===== src/rtl/core/sga_pkg.sv =====
// Shared widths, status codes and sequencer states for the gravity accumulator.
package sga_pkg;

  localparam int MUL_A_W = 64;
  localparam int MUL_B_W = 32;
  localparam int MUL_P_W = MUL_A_W + MUL_B_W;
  localparam int DIV_N_W = 101;
  localparam int DIV_D_W = 64;
  localparam int ROOT_W  = 32;

  localparam logic [1:0] CODE_OK   = 2'd0;
  localparam logic [1:0] CODE_PN   = 2'd1;
  localparam logic [1:0] CODE_ZERO = 2'd2;
  localparam logic [1:0] CODE_SAT  = 2'd3;

  typedef enum logic [2:0] {
    ST_IDLE,
    ST_SQ,
    ST_ROOT,
    ST_RSQ,
    ST_POT,
    ST_AMUL,
    ST_ADIV,
    ST_DONE
  } state_t;

  function automatic logic [1:0] raise_code(input logic [1:0] old, input logic [1:0] code);
    return (code > old) ? code : old;
  endfunction

endpackage


===== src/rtl/core/sga_mul.sv =====
// Bit-serial shift-add multiplier, one multiplier bit per cycle.
module sga_mul (
  input  logic                         clk,
  input  logic                         rst,
  input  logic                         start,
  input  logic [sga_pkg::MUL_A_W-1:0]  a,
  input  logic [sga_pkg::MUL_B_W-1:0]  b,
  output logic                         done,
  output logic [sga_pkg::MUL_P_W-1:0]  product
);
  import sga_pkg::*;

  logic [MUL_A_W-1:0]   a_q;
  logic [MUL_P_W-1:0]   prod;
  logic [4:0]           cnt;
  logic                 busy;
  logic [MUL_A_W:0]     sum;

  assign sum = {1'b0, prod[MUL_P_W-1:MUL_B_W]} + (prod[0] ? {1'b0, a_q} : '0);
  assign product = prod;

  always_ff @(posedge clk) begin
    if (rst) begin
      busy <= 1'b0;
      done <= 1'b0;
      cnt  <= '0;
    end else begin
      done <= 1'b0;
      if (start) begin
        busy <= 1'b1;
        cnt  <= '0;
      end else if (busy) begin
        cnt <= cnt + 5'd1;
        if (cnt == 5'(MUL_B_W - 1)) begin
          busy <= 1'b0;
          done <= 1'b1;
        end
      end
    end
  end

  always_ff @(posedge clk) begin
    if (start) begin
      a_q  <= a;
      prod <= {{MUL_A_W{1'b0}}, b};
    end else if (busy) begin
      prod <= {sum, prod[MUL_B_W-1:1]};
    end
  end

endmodule


===== src/rtl/core/sga_div.sv =====
// Restoring divider, one quotient bit per cycle, quotient clipped to all ones.
module sga_div (
  input  logic                         clk,
  input  logic                         rst,
  input  logic                         start,
  input  logic [sga_pkg::DIV_N_W-1:0]  num,
  input  logic [sga_pkg::DIV_D_W-1:0]  den,
  output logic                         done,
  output logic [sga_pkg::DIV_D_W-1:0]  quotient
);
  import sga_pkg::*;

  logic [DIV_N_W-1:0] n_q;
  logic [DIV_D_W-1:0] d_q;
  logic [DIV_D_W-1:0] rem;
  logic [DIV_D_W-1:0] q;
  logic               ovf;
  logic [6:0]         cnt;
  logic               busy;
  logic [DIV_D_W:0]   trial;
  logic [DIV_D_W:0]   diff;
  logic               ge;

  assign trial = {rem, n_q[DIV_N_W-1]};
  assign ge    = trial >= {1'b0, d_q};
  assign diff  = trial - {1'b0, d_q};
  assign quotient = ovf ? '1 : q;

  always_ff @(posedge clk) begin
    if (rst) begin
      busy <= 1'b0;
      done <= 1'b0;
      cnt  <= '0;
    end else begin
      done <= 1'b0;
      if (start) begin
        busy <= 1'b1;
        cnt  <= '0;
      end else if (busy) begin
        cnt <= cnt + 7'd1;
        if (cnt == 7'(DIV_N_W - 1)) begin
          busy <= 1'b0;
          done <= 1'b1;
        end
      end
    end
  end

  always_ff @(posedge clk) begin
    if (start) begin
      n_q <= num;
      d_q <= den;
      rem <= '0;
      q   <= '0;
      ovf <= 1'b0;
    end else if (busy) begin
      rem <= ge ? diff[DIV_D_W-1:0] : trial[DIV_D_W-1:0];
      q   <= {q[DIV_D_W-2:0], ge};
      // any bit pushed out of the quotient means it does not fit
      ovf <= ovf | q[DIV_D_W-1];
      n_q <= {n_q[DIV_N_W-2:0], 1'b0};
    end
  end

endmodule


===== src/rtl/core/sga_sqrt.sv =====
// Integer square root, two radicand bits and one root bit per cycle.
module sga_sqrt (
  input  logic                          clk,
  input  logic                          rst,
  input  logic                          start,
  input  logic [2*sga_pkg::ROOT_W-1:0]  radicand,
  output logic                          done,
  output logic [sga_pkg::ROOT_W-1:0]    root
);
  import sga_pkg::*;

  logic [2*ROOT_W-1:0] v_q;
  logic [ROOT_W+3:0]   rem;
  logic [ROOT_W+3:0]   rem_sh;
  logic [ROOT_W+3:0]   trial;
  logic [4:0]          cnt;
  logic                busy;
  logic                ge;

  assign rem_sh = {rem[ROOT_W+1:0], v_q[2*ROOT_W-1:2*ROOT_W-2]};
  assign trial  = {2'b00, root, 2'b01};
  assign ge     = rem_sh >= trial;

  always_ff @(posedge clk) begin
    if (rst) begin
      busy <= 1'b0;
      done <= 1'b0;
      cnt  <= '0;
    end else begin
      done <= 1'b0;
      if (start) begin
        busy <= 1'b1;
        cnt  <= '0;
      end else if (busy) begin
        cnt <= cnt + 5'd1;
        if (cnt == 5'(ROOT_W - 1)) begin
          busy <= 1'b0;
          done <= 1'b1;
        end
      end
    end
  end

  always_ff @(posedge clk) begin
    if (start) begin
      v_q  <= radicand;
      rem  <= '0;
      root <= '0;
    end else if (busy) begin
      rem  <= ge ? (rem_sh - trial) : rem_sh;
      root <= {root[ROOT_W-2:0], ge};
      v_q  <= {v_q[2*ROOT_W-3:0], 2'b00};
    end
  end

endmodule


===== src/rtl/core/softened_gravity_accumulator_unit.sv =====
// Softened direct-summation gravity accumulator: sequencer, sums and stream ports.
//
// Input channel s_axis: one source body per transfer, with the target position,
// the source position and mass in tdata, the self flag in tuser and the end of
// the source list in tlast. Output channel m_axis: one transfer per tlast input,
// carrying the potential and acceleration sums in tdata and the status in tuser.
// softening_wr_en/softening_wr_data write the softening register (reset 3277).
//
// Items are handled one at a time; a self item goes straight to the final state.
// Any other item runs through a shared bit-serial multiplier, a bit-serial
// square root and a bit-serial divider: seven products, one root and four
// quotients in either mode, and the next transfer is taken only once the
// previous item is through; a skipped source (zero distance, violation)
// ends early. The divider dominates.
// Reset clears the sums, the status and the output valid flag.
// A finished result waits in the output register; a tlast item whose result
// finds that register still full holds in its last state until the receiver
// takes the earlier transfer.
module softened_gravity_accumulator_unit #(
  parameter int SUM_BITS = 64
) (
  input  logic         clk,
  input  logic         rst,
  input  logic         softening_wr_en,
  input  logic [31:0]  softening_wr_data,
  input  logic         s_axis_tvalid,
  output logic         s_axis_tready,
  // target_x, target_y, target_z, source_x, source_y, source_z, source_mass
  input  logic [223:0] s_axis_tdata,
  // is_self
  input  logic         s_axis_tuser,
  input  logic         s_axis_tlast,
  output logic         m_axis_tvalid,
  input  logic         m_axis_tready,
  // potential, accel_x, accel_y, accel_z
  output logic [255:0] m_axis_tdata,
  // status
  output logic [1:0]   m_axis_tuser
);
  import sga_pkg::*;

  localparam logic [63:0] TERM_MAX = {{(65 - SUM_BITS){1'b0}}, {(SUM_BITS - 1){1'b1}}};

  state_t state, state_next;
  logic   pending, pending_next;

  logic signed [31:0]         softening;
  logic [31:0]                mag [3];
  logic [2:0]                 neg;
  logic [31:0]                mass;
  logic                       last_q;
  logic [1:0]                 idx;
  logic [65:0]                sumsq;
  logic [65:0]                sumsq_new;
  logic [63:0]                r2;
  logic [31:0]                r;
  logic [63:0]                p;
  logic [DIV_N_W-1:0]         num_a;
  logic signed [SUM_BITS-1:0] potential_sum;
  logic signed [SUM_BITS-1:0] accel_sum [3];
  logic [1:0]                 error_flags;
  logic [1:0]                 flags_next;

  logic                mul_start, mul_done;
  logic [MUL_A_W-1:0]  mul_a;
  logic [MUL_B_W-1:0]  mul_b;
  logic [MUL_P_W-1:0]  mul_p;
  logic                div_start, div_done;
  logic [DIV_N_W-1:0]  div_num;
  logic [DIV_D_W-1:0]  div_den;
  logic [DIV_D_W-1:0]  div_q;
  logic                sqrt_start, sqrt_done;
  logic [ROOT_W-1:0]   sqrt_root;

  logic                eps_neg;
  logic [31:0]         eps_abs;
  logic [31:0]         half;
  logic [32:0]         shifted_r;
  logic                sq_last;
  logic                out_free;
  logic                emit;
  logic                accept;

  // saturating add path, shared by the potential and the three axes
  logic [63:0]                term_mag;
  logic                       term_clip;
  logic                       term_neg;
  logic signed [SUM_BITS:0]   term;
  logic signed [SUM_BITS:0]   acc_ext;
  logic signed [SUM_BITS:0]   acc_sum;
  logic signed [SUM_BITS-1:0] acc_sel;
  logic signed [SUM_BITS-1:0] acc_res;
  logic                       acc_sat;

  logic signed [32:0] d_in [3];

  sga_mul u_mul (
    .clk(clk), .rst(rst), .start(mul_start), .a(mul_a), .b(mul_b),
    .done(mul_done), .product(mul_p)
  );

  sga_div u_div (
    .clk(clk), .rst(rst), .start(div_start), .num(div_num), .den(div_den),
    .done(div_done), .quotient(div_q)
  );

  sga_sqrt u_sqrt (
    .clk(clk), .rst(rst), .start(sqrt_start), .radicand(r2),
    .done(sqrt_done), .root(sqrt_root)
  );

  assign s_axis_tready = (state == ST_IDLE);
  assign accept        = s_axis_tvalid && s_axis_tready;
  assign out_free      = !m_axis_tvalid || m_axis_tready;
  assign emit          = (state == ST_DONE) && last_q && out_free;

  assign eps_neg   = softening[31];
  assign eps_abs   = 32'(32'd0 - softening);
  assign half      = 32'((33'({1'b0, eps_abs}) + 33'd1) >> 1);
  assign shifted_r = {1'b0, sqrt_root} - {1'b0, half};
  assign sumsq_new = sumsq + {2'b00, mul_p[63:0]};
  assign sq_last   = (idx == 2'd3) || ((idx == 2'd2) && eps_neg);

  always_comb begin
    for (int i = 0; i < 3; i++) begin
      d_in[i] = {s_axis_tdata[96+32*i+31], s_axis_tdata[96+32*i +: 32]}
              - {s_axis_tdata[32*i+31], s_axis_tdata[32*i +: 32]};
    end
  end

  // unit operand selection
  always_comb begin
    mul_a = {32'd0, r};
    mul_b = r;
    case (state)
      ST_SQ: begin
        case (idx)
          2'd0:    mul_b = mag[0];
          2'd1:    mul_b = mag[1];
          2'd2:    mul_b = mag[2];
          default: mul_b = softening[31:0];
        endcase
        mul_a = {32'd0, mul_b};
      end
      ST_AMUL: begin
        mul_a = p;
        mul_b = mag[idx];
      end
      default: begin
        mul_a = {32'd0, r};
        mul_b = r;
      end
    endcase
    if (state == ST_POT) begin
      div_num = {46'd0, mass, 23'd0};
      div_den = {32'd0, r};
    end else begin
      div_num = num_a;
      div_den = r2;
    end
  end

  always_comb begin
    term_clip = div_q > TERM_MAX;
    term_mag  = term_clip ? TERM_MAX : div_q;
    term_neg  = (state == ST_POT) ? 1'b1 : neg[idx];
    term      = term_neg ? -$signed({1'b0, term_mag[SUM_BITS-1:0]})
                         : $signed({1'b0, term_mag[SUM_BITS-1:0]});
    acc_sel   = (state == ST_POT) ? potential_sum : accel_sum[idx];
    acc_ext   = {acc_sel[SUM_BITS-1], acc_sel};
    acc_sum   = acc_ext + term;
    acc_sat   = acc_sum[SUM_BITS] != acc_sum[SUM_BITS-1];
    if (!acc_sat) begin
      acc_res = acc_sum[SUM_BITS-1:0];
    end else if (acc_sum[SUM_BITS]) begin
      acc_res = {1'b1, {(SUM_BITS - 1){1'b0}}};
    end else begin
      acc_res = {1'b0, {(SUM_BITS - 1){1'b1}}};
    end
  end

  // next state, unit launches and status merging
  always_comb begin
    state_next   = state;
    pending_next = pending;
    mul_start    = 1'b0;
    div_start    = 1'b0;
    sqrt_start   = 1'b0;
    flags_next   = error_flags;
    case (state)
      ST_IDLE: begin
        pending_next = 1'b0;
        if (accept) begin
          state_next = s_axis_tuser ? ST_DONE : ST_SQ;
        end
      end
      ST_SQ: begin
        mul_start    = !pending;
        pending_next = 1'b1;
        if (mul_done) begin
          pending_next = 1'b0;
          if (sq_last) begin
            if (!eps_neg && (sumsq_new[65:2] == 64'd0)) begin
              flags_next = raise_code(error_flags, CODE_ZERO);
              state_next = ST_DONE;
            end else begin
              state_next = ST_ROOT;
            end
          end
        end
      end
      ST_ROOT: begin
        sqrt_start   = !pending;
        pending_next = 1'b1;
        if (sqrt_done) begin
          pending_next = 1'b0;
          if (!eps_neg) begin
            state_next = ST_POT;
          end else if (shifted_r[32]) begin
            flags_next = raise_code(error_flags, CODE_PN);
            state_next = ST_DONE;
          end else if (shifted_r == 33'd0) begin
            flags_next = raise_code(error_flags, CODE_ZERO);
            state_next = ST_DONE;
          end else begin
            state_next = ST_RSQ;
          end
        end
      end
      ST_RSQ: begin
        mul_start    = !pending;
        pending_next = 1'b1;
        if (mul_done) begin
          pending_next = 1'b0;
          state_next   = ST_POT;
        end
      end
      ST_POT, ST_ADIV: begin
        div_start    = !pending;
        pending_next = 1'b1;
        if (div_done) begin
          pending_next = 1'b0;
          if (term_clip) begin
            flags_next = raise_code(flags_next, CODE_SAT);
          end
          if (acc_sat) begin
            flags_next = raise_code(flags_next, CODE_SAT);
          end
          if (state == ST_POT || idx != 2'd2) begin
            state_next = ST_AMUL;
          end else begin
            state_next = ST_DONE;
          end
        end
      end
      ST_AMUL: begin
        mul_start    = !pending;
        pending_next = 1'b1;
        if (mul_done) begin
          pending_next = 1'b0;
          state_next   = ST_ADIV;
        end
      end
      ST_DONE: begin
        if (!last_q) begin
          state_next = ST_IDLE;
        end else if (out_free) begin
          flags_next = CODE_OK;
          state_next = ST_IDLE;
        end
      end
      default: state_next = ST_IDLE;
    endcase
  end

  always_ff @(posedge clk) begin
    if (rst) begin
      state   <= ST_IDLE;
      pending <= 1'b0;
    end else begin
      state   <= state_next;
      pending <= pending_next;
    end
  end

  // control state: softening, sums, status, output valid
  always_ff @(posedge clk) begin
    if (rst) begin
      softening     <= 32'sd3277;
      potential_sum <= '0;
      for (int i = 0; i < 3; i++) begin
        accel_sum[i] <= '0;
      end
      error_flags   <= CODE_OK;
      m_axis_tvalid <= 1'b0;
    end else begin
      if (softening_wr_en) begin
        softening <= softening_wr_data;
      end
      error_flags <= flags_next;
      if (div_done && state == ST_POT) begin
        potential_sum <= acc_res;
      end
      if (div_done && state == ST_ADIV) begin
        accel_sum[idx] <= acc_res;
      end
      if (emit) begin
        potential_sum <= '0;
        for (int i = 0; i < 3; i++) begin
          accel_sum[i] <= '0;
        end
        m_axis_tvalid <= 1'b1;
      end else if (m_axis_tready) begin
        m_axis_tvalid <= 1'b0;
      end
    end
  end

  // item payload, intermediate results and output data
  always_ff @(posedge clk) begin
    if (accept) begin
      for (int i = 0; i < 3; i++) begin
        mag[i] <= d_in[i][32] ? 32'(-d_in[i]) : d_in[i][31:0];
        neg[i] <= d_in[i][32];
      end
      mass   <= s_axis_tdata[223:192];
      last_q <= s_axis_tlast;
      idx    <= 2'd0;
      sumsq  <= '0;
    end
    case (state)
      ST_SQ: begin
        if (mul_done) begin
          sumsq <= sumsq_new;
          r2    <= sumsq_new[65:2];
          idx   <= sq_last ? 2'd0 : idx + 2'd1;
        end
      end
      ST_ROOT: begin
        if (sqrt_done) begin
          r <= eps_neg ? shifted_r[31:0] : sqrt_root;
        end
      end
      ST_RSQ: begin
        if (mul_done) begin
          r2 <= mul_p[63:0];
        end
      end
      ST_POT: begin
        if (div_done) begin
          p   <= div_q;
          idx <= 2'd0;
        end
      end
      ST_AMUL: begin
        if (mul_done) begin
          num_a <= {mul_p[86:0], 14'd0};
        end
      end
      ST_ADIV: begin
        if (div_done && idx != 2'd2) begin
          idx <= idx + 2'd1;
        end
      end
      default: ;
    endcase
    if (emit) begin
      m_axis_tdata[63:0]    <= 64'(potential_sum);
      m_axis_tdata[127:64]  <= 64'(accel_sum[0]);
      m_axis_tdata[191:128] <= 64'(accel_sum[1]);
      m_axis_tdata[255:192] <= 64'(accel_sum[2]);
      m_axis_tuser          <= error_flags;
    end
  end

  a_one_launch: assert property (@(posedge clk) disable iff (rst)
    $onehot0({mul_start, div_start, sqrt_start}))
    else $error("more than one arithmetic unit launched at once");

  a_mul_owner: assert property (@(posedge clk) disable iff (rst)
    mul_done |-> (state == ST_SQ || state == ST_RSQ || state == ST_AMUL))
    else $error("multiplier result arrived outside a multiply state");

  a_div_owner: assert property (@(posedge clk) disable iff (rst)
    div_done |-> (state == ST_POT || state == ST_ADIV))
    else $error("divider result arrived outside a divide state");

  a_clear_on_emit: assert property (@(posedge clk) disable iff (rst)
    emit |=> (potential_sum == '0 && error_flags == CODE_OK && m_axis_tvalid))
    else $error("sums or status not cleared after a result transfer");

endmodule


===== config.mk =====
export PLATFORM = sky130hd
export DESIGN_NAME = softened_gravity_accumulator_unit
export DESIGN_NICKNAME = d
export VERILOG_FILES = /design/src/rtl/core/sga_pkg.sv /design/src/rtl/core/sga_mul.sv /design/src/rtl/core/sga_div.sv /design/src/rtl/core/sga_sqrt.sv /design/src/rtl/core/softened_gravity_accumulator_unit.sv
export SDC_FILE = /design/constraint.sdc
export NUM_CORES = 2
export LEC_CHECK = 0
export ABC_AREA = 1
export BUFFER_PORTS_ARGS = -buffer_cell sky130_fd_sc_hd__buf_4
export CORE_UTILIZATION = 35
export DETAILED_ROUTE_END_ITERATION = 7
export PLACE_DENSITY = 0.57
export SLEW_MARGIN = 25
export SYNTH_ARGS = -nofsm -noshare
export SYNTH_HDL_FRONTEND = slang
export SYNTH_SLANG_ARGS = --single-unit

===== constraint.sdc =====
create_clock -name clk -period 32.5 [get_ports clk]
set_input_delay 8.125 -clock clk [delete_from_list [all_inputs] [get_ports clk]]
set_output_delay 8.125 -clock clk [all_outputs]
set_load 0.02 [all_outputs]

==> out/summary.txt <==
STA
--------------------------------------------------------------------------------------------------------
Total negative slack for setup checks                                                               0 ns
RSZ-0062 raised after global routing                                                               false
Transition time of the tightest slew-check pin                                                   1.01 ns
Ratio of final minimum period to clock period                                                      34.6%
Fin Clk Skew                                                                                   0.0842 ns
Minimum clock period                                                                            11.26 ns
Final-layout worst hold slack                                                                   0.415 ns
Number of hold violations in the final report                                                          0
Worst rel slew slack                                                                               32.2%
F_max                                                                                           88.8 MHz
Finish-stage setup viols                                                                               0
Total count of max-transition violations in the final report                                           0
Worst-case setup margin in the final layout                                                     21.24 ns

LAYOUT
--------------------------------------------------------------------------------------------------------
Area Growth Syn to Fin                                                                             14.4%
Leading cell type in the layout, fill and taps excluded                                     sky130_fd_sc_hd__nand2_1
Fin nets                                                                                          13,700
Final Instance Area                                                                         114,000 sq um
Count of placed standard cells in the final layout, fillers left out                              16,900
Share of cells above drive strength 1                                                              8.63%
Highest-count cells in the layout ignoring fill and taps                                    2,775 x sky130_fd_sc_hd__nand2_1, 1,758 x sky130_fd_sc_hd__inv_1, 1,617 x sky130_fd_sc_hd__nor2_1
Share of the core filled with cells                                                                40.3%

LOGIC SYNTHESIS
--------------------------------------------------------------------------------------------------------
Main area contributors after synthesis                                                      sky130_fd_sc_hd__edfxtp_1 36%, sky130_fd_sc_hd__nand2_1 11%, sky130_fd_sc_hd__dfxtp_1 9.1%
Warnings from Yosys                                                                                    0
Post-synthesis instance area                                                                99,400 sq um
Count of unique library cells instantiated by Yosys                                                   73
Number of enable flip-flop cells after synthesis                                                   1,204
Sequential cell area fraction in the yosys report                                                  45.5%
Cell taking the most area after synthesis                                                   sky130_fd_sc_hd__edfxtp_1
Number of synthesized register bits                                                                1,657
Fraction of synthesized cell area taken by the top area cell type                                  36.4%
Instance count of the mapped netlist                                                              12,600
Share of flip-flops with an asynchronous set or reset after synthesis                                 0%
Average cell area after synthesis                                                             7.88 sq um
Leading register cell type out of synthesis                                                 sky130_fd_sc_hd__edfxtp_1
Number of nets produced by synthesis                                                              13,300

CLOCK TREE
--------------------------------------------------------------------------------------------------------
Number of clock buffers inserted by TritonCTS                                                        190
Post-CTS clock slew at the launch and capture registers of the worst setup and hold paths        0.06 ns
Clock root buffer                                                                           sky130_fd_sc_hd__clkbuf_16
Clock latency reported for the late side of the worst-skew pair                                  0.90 ns
Number of levels the H-tree was split into                                                             4
Number of buffers inserted to repair setup after CTS                                                   0
Post-cts hold buffer count                                                                             0
CTS max path bufs                                                                                      4
CTS resizes                                                                                            0
TritonCTS clock tree                                                                                 yes
Clock net sink count                                                                               1,657

GRT
--------------------------------------------------------------------------------------------------------
First-pass GRT wire length                                                                        532 mm
Total Routing Usage GR                                                                             24.7%
Largest net degree at the start of global routing                                                    162
Overflow after GRT                                                                                     0
Number of global-route vias before repair                                                         81,200
Number of antenna violations at the first check in global routing                                     22

PLACED DESIGN
--------------------------------------------------------------------------------------------------------
Number of buffers inserted by port buffering                                                         522
DP Area                                                                                     107,000 sq um
Worst Setup Slack post-DPL                                                                      20.42 ns
Final RePlAce weighted congestion                                                                  0.971
Post-Place Cells                                                                                  16,600
Post-DP HPWL                                                                                      283 mm

DIE
--------------------------------------------------------------------------------------------------------
CORE AREA                                                                                   282,000 sq um
Initial cell density of the core                                                                   35.2%
Die Footprint                                                                               286,000 sq um
Count of pins on the block boundary                                                                  523
Overall die height                                                                           535 microns
DIE WIDTH                                                                                    535 microns
# rows                                                                                               195

WORST SETUP PATH
--------------------------------------------------------------------------------------------------------
Cell-by-cell trace of the critical path                                                     buf_4, ha_1, inv_1, fa_1, nand2_1, o21ai_0, nand2_1, nand2_1, nand2_1, nand2_1, inv_1, o21ai_0, nand2_1, nand2_1, inv_1, nor2_1, o21ai_0, nand2_1, buf_4, clkinv_1, a31oi_1, xor2_1
Data required time of the worst path                                                            33.10 ns
Crit. path cell count                                                                                 22
Largest delay share family, worst path                                                      buffers and inverters
Slowest stage delay, CP                                                                          0.51 ns
Slowest cell on the critical path                                                           sky130_fd_sc_hd__clkinv_1
Startpoint-to-endpoint class of the critical path                                           primary input to flip-flop
Crit Path Max Fanout                                                                                  29
Arrival time at the worst endpoint                                                              11.86 ns
Cell mode on critical path                                                                  sky130_fd_sc_hd__nand2_1
Buf+Inv Stages, Crit Path                                                                              6
CP Capture Type                                                                                flip-flop
Reg2Reg Depth                                                                                         21
Startpoint types                                                                            primary input

JOB
--------------------------------------------------------------------------------------------------------
Max-capacitance violation count                                                                        0

PWR
--------------------------------------------------------------------------------------------------------
Leakage power total                                                                              50.8 nW
Power density normalized to cell area                                                       90.8 nW/um^2
Post-route total power                                                                           10.3 mW
Maximum vdd drop                                                                              0.000143 V

MIN PATH
--------------------------------------------------------------------------------------------------------
HP Class                                                                                    flip-flop to flip-flop
Worst hold path stage count                                                                            0

ROUTE
--------------------------------------------------------------------------------------------------------
Routed vias                                                                                       87,800
Vias/cell                                                                                           5.18
Detailed-route wire length                                                                        365 mm
Detailed-router iteration count before antenna repair                                                  6
DRC Markers                                                                                            0
Final antenna-violating net count                                                                      0
Routed length per placed instance                                                           21.5 microns
First DRT Iteration DRCs                                                                           9,196

RUN STATUS
--------------------------------------------------------------------------------------------------------
Status                                                                                      finished, final reports clean

-- final timing paths --
kind                                  startpoint                 to  slack [ns]
worst max-delay path            s_axis_tdata[64]         mag[2][10]       21.24
worst min register to register   accel_sum[2][6]  m_axis_tdata[198]        0.41
worst min-delay path             accel_sum[2][6]  m_axis_tdata[198]        0.41
worst max register to register            idx[1]    accel_sum[2][1]       24.19
-- kinds of logic after synthesis --
| family | count (synthesis) | synth area share, % |
|---|---|---|
| compound gates | 2546 | 14.7 |
| simple gates | 5281 | 21.6 |
| buf+inv | 2223 | 8.51 |
| fa+ha+maj | 442 | 5.63 |
| flops | 1657 | 45.5 |
| xor+xnor | 459 | 4.05 |
-- flip-flops by register name, indices dropped and copies added, names as in the netlist, 34 cells and up --
| name | cells |
|---|---|
| u_sqrt.rem | 34 |
| num_a | 87 |
| m_axis_tdata | 256 |
| p | 64 |
| u_div.q | 64 |
| r2 | 64 |
| u_sqrt.v_q | 64 |
| sumsq | 66 |
| u_mul.a_q | 64 |
| u_div.n_q | 87 |
| potential_sum | 64 |
| mag | 96 |
| accel_sum | 256 |
| u_mul.product | 96 |
| u_div.rem | 64 |
| u_div.d_q | 64 |
-- synthesized netlist by cell type, types with 121 or more instances --
cell                          n
sky130_fd_sc_hd__a21oi_1    799
sky130_fd_sc_hd__a31oi_1    128
sky130_fd_sc_hd__clkbuf_1   321
sky130_fd_sc_hd__dfxtp_1    453
sky130_fd_sc_hd__edfxtp_1  1204
sky130_fd_sc_hd__ha_1       434
sky130_fd_sc_hd__inv_1     1767
sky130_fd_sc_hd__nand2_1   2785
sky130_fd_sc_hd__nand3_1    427
sky130_fd_sc_hd__nand4_1    121
sky130_fd_sc_hd__nor2_1    1634
sky130_fd_sc_hd__nor3_1     129
sky130_fd_sc_hd__o21ai_0    955
sky130_fd_sc_hd__xnor2_1    134
sky130_fd_sc_hd__xor2_1     325
-- worst reg2reg max path, cell delays in order (launching register included) --
cell                       delay [ns]
sky130_fd_sc_hd__dfxtp_4         0.82
sky130_fd_sc_hd__clkinv_2        0.87
sky130_fd_sc_hd__o21ai_0         0.28
sky130_fd_sc_hd__nor2_1          0.10
sky130_fd_sc_hd__nor2_4          0.10
sky130_fd_sc_hd__buf_4           0.34
sky130_fd_sc_hd__inv_2           0.43
sky130_fd_sc_hd__o21ai_0         0.74
sky130_fd_sc_hd__fa_1            0.36
sky130_fd_sc_hd__nand3_1         0.09
sky130_fd_sc_hd__nand3_1         0.19
sky130_fd_sc_hd__a21oi_1         0.16
sky130_fd_sc_hd__o21ai_0         0.68
sky130_fd_sc_hd__nand2_1         0.14
sky130_fd_sc_hd__nand2_1         0.33
sky130_fd_sc_hd__a21oi_1         0.16
sky130_fd_sc_hd__nand2_2         0.12
sky130_fd_sc_hd__nand3_2         0.60
sky130_fd_sc_hd__inv_2           0.44
sky130_fd_sc_hd__buf_4           0.66
sky130_fd_sc_hd__o21ai_1         0.37
sky130_fd_sc_hd__nor2_1          0.19
-- layout make-up --
cell class | count | area, sq um
repair buffers | 626 | 4730
well taps | 3743 | 4680
clock inverters | 96 | 1080
fillers | 29100 | 169000
inverters | 1827 | 6880
flip-flops and latches | 1657 | 45200
diodes | 7 | 17.5
clock buffers | 249 | 5170
multi-input cells | 8728 | 45900
-- power breakdown --
group | internal, mW | switching (mW)
logic | 1.42 | 3.60
registers | 2.82 | 0.289
clock network | 1.29 | 0.903
total | 5.53 | 4.79
-- per-layer routing --
metal | wire length [microns] | up-vias | track usage (%)
li1 | - | 42800 | -
met1 | 166000 | 41400 | 35.3
met2 | 161000 | 3124 | 38.6
met3 | 23600 | 475 | 2.54
met4 | 14200 | 2 | 8.92
met5 | 13 | - | 0
(Power assumes the default switching activity.)
